$ cat src/sv/ebf_pkg.sv
// ----------------------------------------------------------------------------
// ebf_pkg
// Shared types and constants for the eased brightness fader.
// ----------------------------------------------------------------------------
`timescale 1ns / 1ps
`default_nettype none

package ebf_pkg;

  // Field widths
  localparam int LVL_W  = 10;   // brightness level
  localparam int REQ_W  = 12;   // requested level on the input
  localparam int STEP_W = 6;    // curve step index
  localparam int CRV_W  = 18;   // curve entry, signed Q2.16
  localparam int FRAC_W = 16;   // fraction bits of a curve entry

  // Brightness ceiling
  localparam logic [LVL_W-1:0] MAX_LEVEL = 10'd512;

  // Command codes
  typedef enum logic [2:0] {
    FUNC_SET  = 3'd0,
    FUNC_ON   = 3'd1,
    FUNC_OFF  = 3'd2,
    FUNC_TICK = 3'd3,
    FUNC_LOAD = 3'd4
  } ebf_func_t;

endpackage

`default_nettype wire

$ cat src/sv/eased_brightness_fader.sv
// ----------------------------------------------------------------------------
// eased_brightness_fader
// Backlight fade engine: level commands and ticks step an eased fade along
// a curve held in on-chip memory.
// Flow: the curve entry is read on the input transfer into a registered
// read port beside stage 1, then the update enters the output register.
// Throughput: one item per cycle while the output is not stalled, set by the
// registered curve memory read and the one-stage multiply-add update.
// Reset (synchronous, active low) clears all levels, direction and index;
// the curve memory is not cleared and must be loaded before a fade runs.
// ----------------------------------------------------------------------------
`timescale 1ns / 1ps
`default_nettype none

module eased_brightness_fader
  import ebf_pkg::*;
#(
  parameter int CURVE_STEPS = 41
) (
  input  wire logic                     clk,
  input  wire logic                     rst_n,
  // Command channel
  input  wire logic                     in_valid,
  output logic                          in_ready,
  input  wire logic [2:0]               in_func,
  input  wire logic                     in_fade,
  input  wire logic [REQ_W-1:0]         in_level,
  input  wire logic [STEP_W-1:0]        in_curve_index,
  input  wire logic signed [CRV_W-1:0]  in_curve_value,
  // Result channel
  output logic                          out_valid,
  input  wire logic                     out_ready,
  output logic [LVL_W-1:0]              out_drive_level,
  output logic                          out_drive_written,
  output logic                          out_fading
);

  localparam int MEM_AW = (CURVE_STEPS > 1) ? $clog2(CURVE_STEPS) : 1;
  localparam logic [STEP_W-1:0] STEP_LAST  = STEP_W'(CURVE_STEPS - 1);
  localparam logic [STEP_W:0]   STEP_COUNT = (STEP_W + 1)'(CURVE_STEPS);

  // Curve memory and its registered read port
  logic signed [CRV_W-1:0] curve_mem [CURVE_STEPS];
  logic signed [CRV_W-1:0] curve_rd_r;

  // Stage 1: accepted command waiting for its curve entry
  logic              s1_valid_r;
  logic [2:0]        s1_func_r;
  logic              s1_fade_r;
  logic [REQ_W-1:0]  s1_level_r;

  // Fader state
  logic [LVL_W-1:0]  start_r,   start_nxt;
  logic [LVL_W-1:0]  target_r,  target_nxt;
  logic [LVL_W-1:0]  current_r, current_nxt;
  logic [LVL_W-1:0]  remem_r,   remem_nxt;
  logic              down_r,    down_nxt;
  logic [STEP_W-1:0] step_r,    step_nxt;
  logic              written_nxt;

  // Output register
  logic              out_valid_r;
  logic [LVL_W-1:0]  out_level_r;
  logic              out_written_r;
  logic              out_fading_r;

  logic              in_fire;
  logic              s1_fire;
  logic [STEP_W-1:0] rd_addr;

  // Datapath signals for one fade step
  logic [LVL_W-1:0]            req_sat;
  logic signed [LVL_W:0]       diff;
  logic [LVL_W-1:0]            base;
  logic signed [LVL_W+CRV_W:0] prod;
  logic signed [LVL_W+CRV_W:0] prod_adj;
  logic signed [LVL_W+2:0]     ease;
  logic signed [LVL_W+3:0]     sum;
  logic [LVL_W-1:0]            stepped;

  // Handshake: stage 1 moves on when the output register is free or drains
  assign s1_fire  = s1_valid_r && (!out_valid_r || out_ready);
  assign in_ready = !s1_valid_r || s1_fire;
  assign in_fire  = in_valid && in_ready;

  // Read at the index left by the item finishing in stage 1 this cycle
  assign rd_addr = s1_fire ? step_nxt : step_r;

  // Curve write on transfer; entries past the curve are dropped
  always_ff @(posedge clk) begin
    if (in_fire && in_func == FUNC_LOAD && {1'b0, in_curve_index} < STEP_COUNT) begin
      curve_mem[in_curve_index[MEM_AW-1:0]] <= in_curve_value;
    end
  end

  // Curve read, registered on the input transfer
  always_ff @(posedge clk) begin
    if (in_fire) begin
      curve_rd_r <= curve_mem[rd_addr[MEM_AW-1:0]];
    end
  end

  // Stage 1 register
  always_ff @(posedge clk) begin
    if (!rst_n) begin
      s1_valid_r <= 1'b0;
    end else if (in_ready) begin
      s1_valid_r <= in_valid;
    end
  end

  always_ff @(posedge clk) begin
    if (in_fire) begin
      s1_func_r  <= in_func;
      s1_fade_r  <= in_fade;
      s1_level_r <= in_level;
    end
  end

  // Eased step: base + trunc0(diff * curve / 2^16), saturated
  always_comb begin
    req_sat  = (s1_level_r > REQ_W'(MAX_LEVEL)) ? MAX_LEVEL : s1_level_r[LVL_W-1:0];
    if (down_r) begin
      diff = $signed({1'b0, start_r}) - $signed({1'b0, target_r});
      base = target_r;
    end else begin
      diff = $signed({1'b0, target_r}) - $signed({1'b0, start_r});
      base = start_r;
    end
    prod     = diff * curve_rd_r;
    prod_adj = prod + (prod[LVL_W+CRV_W] ? (LVL_W+CRV_W+1)'(2**FRAC_W - 1)
                                         : (LVL_W+CRV_W+1)'(0));
    ease     = prod_adj[LVL_W+CRV_W:FRAC_W];
    sum      = $signed({4'b0000, base}) + (LVL_W+4)'(ease);
    if (sum < 0) begin
      stepped = '0;
    end else if (sum > $signed({4'b0000, MAX_LEVEL})) begin
      stepped = MAX_LEVEL;
    end else begin
      stepped = sum[LVL_W-1:0];
    end
  end

  // Command decode and next fader state
  always_comb begin
    start_nxt   = start_r;
    target_nxt  = target_r;
    current_nxt = current_r;
    remem_nxt   = remem_r;
    down_nxt    = down_r;
    step_nxt    = step_r;
    written_nxt = 1'b0;
    if (s1_valid_r) begin
      case (s1_func_r)
        FUNC_SET: begin
          start_nxt  = current_r;
          target_nxt = req_sat;
          remem_nxt  = req_sat;
          if (s1_fade_r) begin
            if (req_sat < current_r) begin
              down_nxt = 1'b1;
              step_nxt = STEP_LAST;
            end else if (req_sat > current_r) begin
              down_nxt = 1'b0;
              step_nxt = '0;
            end
          end else begin
            current_nxt = req_sat;
            written_nxt = 1'b1;
          end
        end
        FUNC_ON: begin
          target_nxt = remem_r;
          if (s1_fade_r) begin
            start_nxt = current_r;
            if (remem_r < current_r) begin
              down_nxt = 1'b1;
              step_nxt = STEP_LAST;
            end else if (remem_r > current_r) begin
              down_nxt = 1'b0;
              step_nxt = '0;
            end
          end else begin
            current_nxt = remem_r;
            written_nxt = 1'b1;
          end
        end
        FUNC_OFF: begin
          start_nxt  = current_r;
          target_nxt = '0;
          if (s1_fade_r) begin
            down_nxt = 1'b1;
            step_nxt = STEP_LAST;
          end else begin
            current_nxt = '0;
            written_nxt = 1'b1;
          end
        end
        FUNC_TICK: begin
          if (current_r != target_r) begin
            written_nxt = 1'b1;
            if (down_r) begin
              step_nxt    = step_r - 1'b1;
              current_nxt = (step_nxt == '0) ? target_r : stepped;
            end else begin
              step_nxt    = step_r + 1'b1;
              current_nxt = (step_nxt == STEP_LAST) ? target_r : stepped;
            end
          end
        end
        default: begin
        end
      endcase
    end
  end

  // Fader state registers, advanced as stage 1 retires
  always_ff @(posedge clk) begin
    if (!rst_n) begin
      start_r   <= '0;
      target_r  <= '0;
      current_r <= '0;
      remem_r   <= '0;
      down_r    <= 1'b0;
      step_r    <= '0;
    end else if (s1_fire) begin
      start_r   <= start_nxt;
      target_r  <= target_nxt;
      current_r <= current_nxt;
      remem_r   <= remem_nxt;
      down_r    <= down_nxt;
      step_r    <= step_nxt;
    end
  end

  // Output register: hold until the result transfer completes
  always_ff @(posedge clk) begin
    if (!rst_n) begin
      out_valid_r <= 1'b0;
    end else if (s1_fire) begin
      out_valid_r <= 1'b1;
    end else if (out_ready) begin
      out_valid_r <= 1'b0;
    end
  end

  always_ff @(posedge clk) begin
    if (s1_fire) begin
      out_level_r   <= current_nxt;
      out_written_r <= written_nxt;
      out_fading_r  <= (current_nxt != target_nxt);
    end
  end

  assign out_valid         = out_valid_r;
  assign out_drive_level   = out_level_r;
  assign out_drive_written = out_written_r;
  assign out_fading        = out_fading_r;

`ifndef NO_ASSERTIONS
  // Step index stays on the curve
  a_step_range: assert property (@(posedge clk) disable iff (!rst_n)
    step_r <= STEP_LAST)
    else $error("step index left the curve");

  // No new transfer while both stages are full and the output stalls
  a_no_overrun: assert property (@(posedge clk) disable iff (!rst_n)
    s1_valid_r && out_valid_r && !out_ready |-> !in_ready)
    else $error("input taken while pipeline is blocked");

  // A stalled stage 1 item is kept
  a_s1_hold: assert property (@(posedge clk) disable iff (!rst_n)
    s1_valid_r && !s1_fire |=> s1_valid_r)
    else $error("stage 1 item dropped");

  // Reported level never exceeds the ceiling
  a_level_cap: assert property (@(posedge clk) disable iff (!rst_n)
    out_valid_r |-> out_level_r <= MAX_LEVEL)
    else $error("drive level above maximum");
`endif

endmodule

`default_nettype wire

$ cat config.mk
export PLATFORM = sky130hd
export DESIGN_NAME = eased_brightness_fader
export DESIGN_NICKNAME = d
export VERILOG_FILES = /design/src/sv/ebf_pkg.sv /design/src/sv/eased_brightness_fader.sv
export SDC_FILE = /design/constraint.sdc
export NUM_CORES = 2
export LEC_CHECK = 0
export BUFFER_PORTS_ARGS = -buffer_cell sky130_fd_sc_hd__buf_2
export CORE_ASPECT_RATIO = 2
export CORE_UTILIZATION = 60
export DETAILED_ROUTE_END_ITERATION = 10
export PLACE_DENSITY = 0.76
export SETUP_SLACK_MARGIN = 0.05
export SLEW_MARGIN = 15
export SYNTH_ARGS = -nofsm -noshare
export SYNTH_HDL_FRONTEND = slang
export SYNTH_SLANG_ARGS = --single-unit
$ cat constraint.sdc
create_clock -name clk -period 30.5 [get_ports clk]
set_clock_uncertainty 0.1 [all_clocks]
set_input_delay 3.05 -clock clk [delete_from_list [all_inputs] [get_ports clk]]
set_output_delay 3.05 -clock clk [all_outputs]
set_load 0.01 [all_outputs]
# == Word level (Yosys, flattened, before mapping) ==
# Memory sizes are Yosys's and may differ from the RTL's. A register that Yosys moved wholly into a read port is not among the register bits.
# Cells that the tools add are included.
# totals
romBits,0
mem_count,1
mem_bits_rw,738
regBits,77
out_inout_bits,14
latchBits,0
# mem_list
name,words,word_bits,read_ports,rd_clocked_by_memory_dff,wr,line_no,text
curve_mem,41,18,1,1,1,eased_brightness_fader.sv:43,logic signed [CRV_W-1:0] curve_mem [CURVE_STEPS];
# classes
n_shift,0
reduce_logical,18
n_lt_le_gt_ge,8
bitwise,0
addsub,6
n_div,0
mux,46
eq_ne,12
multipliers,1
# op_table
cell,n
$mux W10,14
$mux W6,11
$pmux W10 S4,1
$pmux W10 S3,1
$add A29 B17 Y29,1
$mul A11 B18 Y29,1
$pmux W6 S4,1
$sub A10 B10 Y11,2
$gt A10 B10 Y1,2
$lt A10 B10 Y1,2
$ne A10 B10 Y1,2
$pmux W10 S2,1
$mux W16,1
$add A11 B13 Y14,1
$gt A14 B11 Y1 const B,1
$lt A14 B1 Y1 const B,1
$mux W1,13
$gt A12 B10 Y1 const B,1
$mux W11,1
$reduce_and A8 Y1,1
$add A6 B1 Y6 const B,1
$eq A3 B2 Y1 const B,2
$eq A6 B6 Y1 const B,1
$logic_not A6 Y1,1
other kinds (18),27

# == Depth between registers and ports, before layout ==
# logic_depth
ltp_word,15
ltp_mapped,58
mapped_depth_nobuf,56

# == Least setup slack after synthesis ==
# OpenSTA, ideal clock, no wires.
# synth_path
path_type,reg2reg
from,register target_r[1]
to,"register out_fading_r, in the netlist out_fading (data pin)"
period_less_slack_ns,12.559
stages_incl_launch_ff,55
arrival_time_ns,12.187
path_slack_ns,17.941
n_path_buf,4
path_cell_list,dfxtp_1 -> clkbuf_1 -> inv_1 -> fa_1 -> a21o_1 -> a21oi_1 -> o21ai_0 -> a21o_1 -> a21o_1 -> a21o_1 -> a21oi_1 -> xnor2_1 -> clkbuf_1 -> nand2_1 -> fa_1 -> fa_1 -> inv_1 -> fa_1 -> [... 19 more ...] -> xnor2_1 -> ha_1 -> fa_1 -> a21o_1 -> a21oi_1 -> o21bai_1 -> a21oi_1 -> o21ai_0 -> nand3_1 -> nand2_1 -> or3_1 -> a211o_1 -> nand2_4 -> a41oi_2 -> or4_4 -> a2111oi_4 -> nand3_1 -> or4_1
# synth_between
elab_chain_cells,15
# synth_rtl
element,line_no,text
from (decl),eased_brightness_fader.sv:54,"logic [LVL_W-1:0] target_r, target_nxt;"
from (signal assigned),eased_brightness_fader.sv:228,target_r <= target_nxt;
$sub A10 B10 Y11 (on tied branches),"eased_brightness_fader.sv:127, eased_brightness_fader.sv:124",
$mux W11,eased_brightness_fader.sv:123,if (down_r) begin
$mul A11 B18 Y29,eased_brightness_fader.sv:130,prod = diff * curve_rd_r;
$mux W16,eased_brightness_fader.sv:131,prod_adj = prod + (prod[LVL_W+CRV_W] ? (LVL_W+CRV_W+1)'(2**FRAC_W - 1)
$add A29 B17 Y29,eased_brightness_fader.sv:131,
$add A11 B13 Y14,eased_brightness_fader.sv:134,"sum = $signed({4'b0000, base}) + (LVL_W+4)'(ease);"
$gt A14 B11 Y1,eased_brightness_fader.sv:137,"end else if (sum > $signed({4'b0000, MAX_LEVEL})) begin"
$mux W10,eased_brightness_fader.sv:137,
$mux W10,eased_brightness_fader.sv:135,if (sum < 0) begin
$mux W10 (on tied branches),"eased_brightness_fader.sv:207, eased_brightness_fader.sv:204",
$mux W10,eased_brightness_fader.sv:202,if (down_r) begin
$mux W10,eased_brightness_fader.sv:200,if (current_r != target_r) begin
$pmux W10 S4,eased_brightness_fader.sv:154,case (s1_func_r)
$mux W10,eased_brightness_fader.sv:153,if (s1_valid_r) begin
$ne A10 B10 Y1 *,eased_brightness_fader.sv:251,out_fading_r <= (current_nxt != target_nxt);
to (signal assigned),eased_brightness_fader.sv:251,
to (decl),eased_brightness_fader.sv:65,logic out_fading_r;
# Every way passes the cells marked *; elsewhere a longest branch is shown, timed or not.
# A chain may end at the register's enable or synchronous reset.

# == Worst setup path after layout ==
# Ends and elaborated chain as after synthesis.

==> metrics.cfg <==
[yosys]
ys_types=90
yosysTopAreaCellShare=0.5335
netlist_instances=3987
yosysWarnings=0
synth.most_common_cell=nand2_1
yosysTopAreaCell=edfxtp_1
seq_area_frac_synth=0.5557
ys_seq_elements=833
syn_nets=4337
async_reset_ff_frac=0
synth_flop_cell=edfxtp_1
syn_area_um2=44130
synthTopCellsByArea=edfxtp_1 (53%), fa_1 (8.3%), nand2_1 (8.1%)
synth.cells.most_frequent=nand2_1 (957), edfxtp_1 (784), inv_1 (279), nand3_1 (206), clkbuf_1 (197)
syn_area_per_cell_um2=11.07
synth_edf_count=784

[setup_path]
crit_path_start_kind=flop
arrival_ns=13.80
reg2regPathDepth=54
required_ns=30.78
crit_path_top_delay_cell=or4_4
r2r_start=target_r[1]
worstSetupPathType=reg2reg
crit_path_start=target_r[1]
cp_max_fo=18
rrSetupSlack_ns=16.98
r2r-end=out_fading
crit_path_max_incr_delay_ns=0.59
cp-end-kind=flop

[layout]
nFillCells=5460
area_growth_pct=8.520
final_util=0.6572
fin_nets=4312
final_cells=4942
drive_gt1_frac=0.07842

[power]
p_comb_frac=0.201
seq_power_share=0.459
p_sw_frac=0.2797
p_total_w=0.002751
power.share.clock=0.340
power.leakage_nw=17.67
internal_power_w=0.001981
peakVddDrop_mv=0.05030
powerDensity_nw_per_um2=57.44
switching_power_w=0.0007693

[timing]
tightest_slew_ns=1.385
finalCritPeriodShare=0.4432
fmax_ghz=0.07397
setup_viol=0
relSlewSlack=0.06659
finalWorstPathRequiredPeriod_ns=13.52
slew_violations=0
setup-tns-final_ns=0
final_hold_viol_count=0
grt_setup_unrepaired=false

[placement]
gp_congestion=0.9670
port_buffers=57
place_inst=4811
dp_hpwl_um=76110

[job]
drv_cap=0

[drt]
route.vias.total=30850
antenna_left=0
first_pass_iters=6
drt-total-wl_um=115600
drt_iter0_drc=2314
vias_per_cell=6.243
post_drt_wl_per_cell_um=23.40
remaining_drc_errors=0

[min_path]
worst_hold_path.endpoint=remem_r[6]
hold_class=reg2reg
holdCritStartpoint=remem_r[6]
hold_depth=2

[grt]
grtUsageTotal=0.3145
grt_pass1_vias=31290
met3_usage=0.03788
grt_pass1_wl_um=177100
grt-busiest-layer=met2
met2_usage=0.5834
grt_max_degree=174
gr-total-overflow=0
grt_antenna_before_repair=4
grtUsageMet1=0.3298

[floorplan]
ioPinCount=58
die_area_um2=74700
initial_core_util=0.6056
die_height_um=385.5
rows=140
core_um2=72870
die_x_um=193.8

[cts]
cts.clk_slew.worst_paths_ns=0.07
cts.htree.levels=3
cts_resized=0
clk_latency_ns=0.64
post_cts_buffers=0
hold_buffers=0
cts_tree=yes
cts_buffer_depth=3
clockRootBuffer=clkbuf_16
clock-sinks=833
numCtsBuffers=72

[outcome]
status=finished, final reports clean

-- logic make-up after synthesis --
kind of cell | after synthesis | synth area share
xor+xnor | 78 | 0.01630
compound gates | 603 | 0.09572
fa+ha+maj | 306 | 0.1181
simple gates | 1643 | 0.1673
mux | 11 | 0.002523
buf+inv | 513 | 0.04434
flops | 833 | 0.5557
-- layer usage --
| layer | routed length (um) | share of wire | vias to the layer above |
|---|---|---|---|
| li1 | - | - | 13960 |
| met1 | 37920 | 0.33 | 15210 |
| met2 | 62120 | 0.54 | 1259 |
| met3 | 6954 | 0.060 | 422 |
| met4 | 8622 | 0.075 | 4 |
| met5 | 25 | 0.00022 | - |
-- final cells by class --
type / instances / area (um2) / share of cell area
flip-flops and latches: 833 / 24520 / 0.5121
multi-input cells: 2641 / 17850 / 0.3728
clock buffers: 86 / 1927 / 0.04024
well taps: 923 / 1155 / 0.02411
inverters: 280 / 1051 / 0.02195
repair buffers: 134 / 925.9 / 0.01933
clock inverters: 43 / 450.4 / 0.009406
diodes: 2 / 5.005 / 0.0001045
-- power by group through the flow --
stage          Combinational [W]  Clock (W)  Sequential (W)
2_1_floorplan           0.000400          0         0.00128
3_3_place_gp            0.000535          0         0.00129
3_5_place_dp            0.000547          0         0.00129
4_1_cts                 0.000549   0.000943         0.00126
5_1_grt                 0.000607   0.000983         0.00126
6_report                0.000553   0.000934         0.00126
-- critical path: cells and delay by family, from the launching register on --
family          cells  cell delay, ns
fa+ha+maj           9            3.76
buf+inv             6            0.83
simple gates       12            2.35
flops               1            0.50
xor+xnor            2            0.30
compound gates     25            5.37
-- how the worst max path moves through the flow --
| stage | to | slack [ns] | cells past startpoint |
|---|---|---|---|
| after CTS | out_fading | 17.06 | 52 |
| after detailed placement | out_fading | 17.08 | 52 |
| after global routing | out_fading | 16.23 | 55 |
| after global placement | out_fading | 17.29 | 52 |
| after floorplan | out_fading | 17.94 | 54 |
| final | out_fading | 16.98 | 54 |
-- flip-flops by register name, summed over array words and instances (netlist names), 3 cells and up --
signal,count
curve_mem,738
curve_rd_r,18
remem_r,10
step_r,6
start_r,10
target_r,10
out_drive_level,10
s1_func_r,3
s1_level_r,12
current_r,10
-- metrics by stage --
stage	hold slack, ns	instance area, um2	setup WS, ns
after floorplan	0.3606	44130	17.94
after global placement	0.3785	45510	17.29
after detailed placement	0.3807	45510	17.08
after CTS	0.3904	47880	17.06
after global routing	0.4129	47880	16.23
final	0.3889	47890	16.98
-- cell usage in the layout, fill, tap and decap left out, drive strengths merged, types with 11 or more instances in the layout --
| cell type | Yosys | routed |
|---|---|---|
| nor2b | 34 | 34 |
| ha | 122 | 122 |
| and2 | 123 | 123 |
| edfxtp | 784 | 784 |
| clkinv | 1 | 27 |
| nand3 | 207 | 207 |
| dfxtp | 49 | 49 |
| a211oi | 29 | 29 |
| xor2 | 19 | 19 |
| nand4 | 18 | 18 |
| clkbuf | 197 | 86 |
| nor3 | 21 | 21 |
| o21ai | 95 | 95 |
| a21oi | 116 | 116 |
| nand2 | 958 | 958 |
| and3 | 101 | 101 |
| xnor2 | 58 | 58 |
| a21boi | 18 | 18 |
| a311oi | 130 | 130 |
| a21o | 23 | 23 |
| o211ai | 31 | 31 |
| fa | 184 | 184 |
| nand2b | 11 | 11 |
| buf | 36 | 134 |
| nor2 | 126 | 126 |
| a31oi | 70 | 70 |
| inv | 279 | 282 |
No activity file was read; power rests on OpenSTA's default activity.
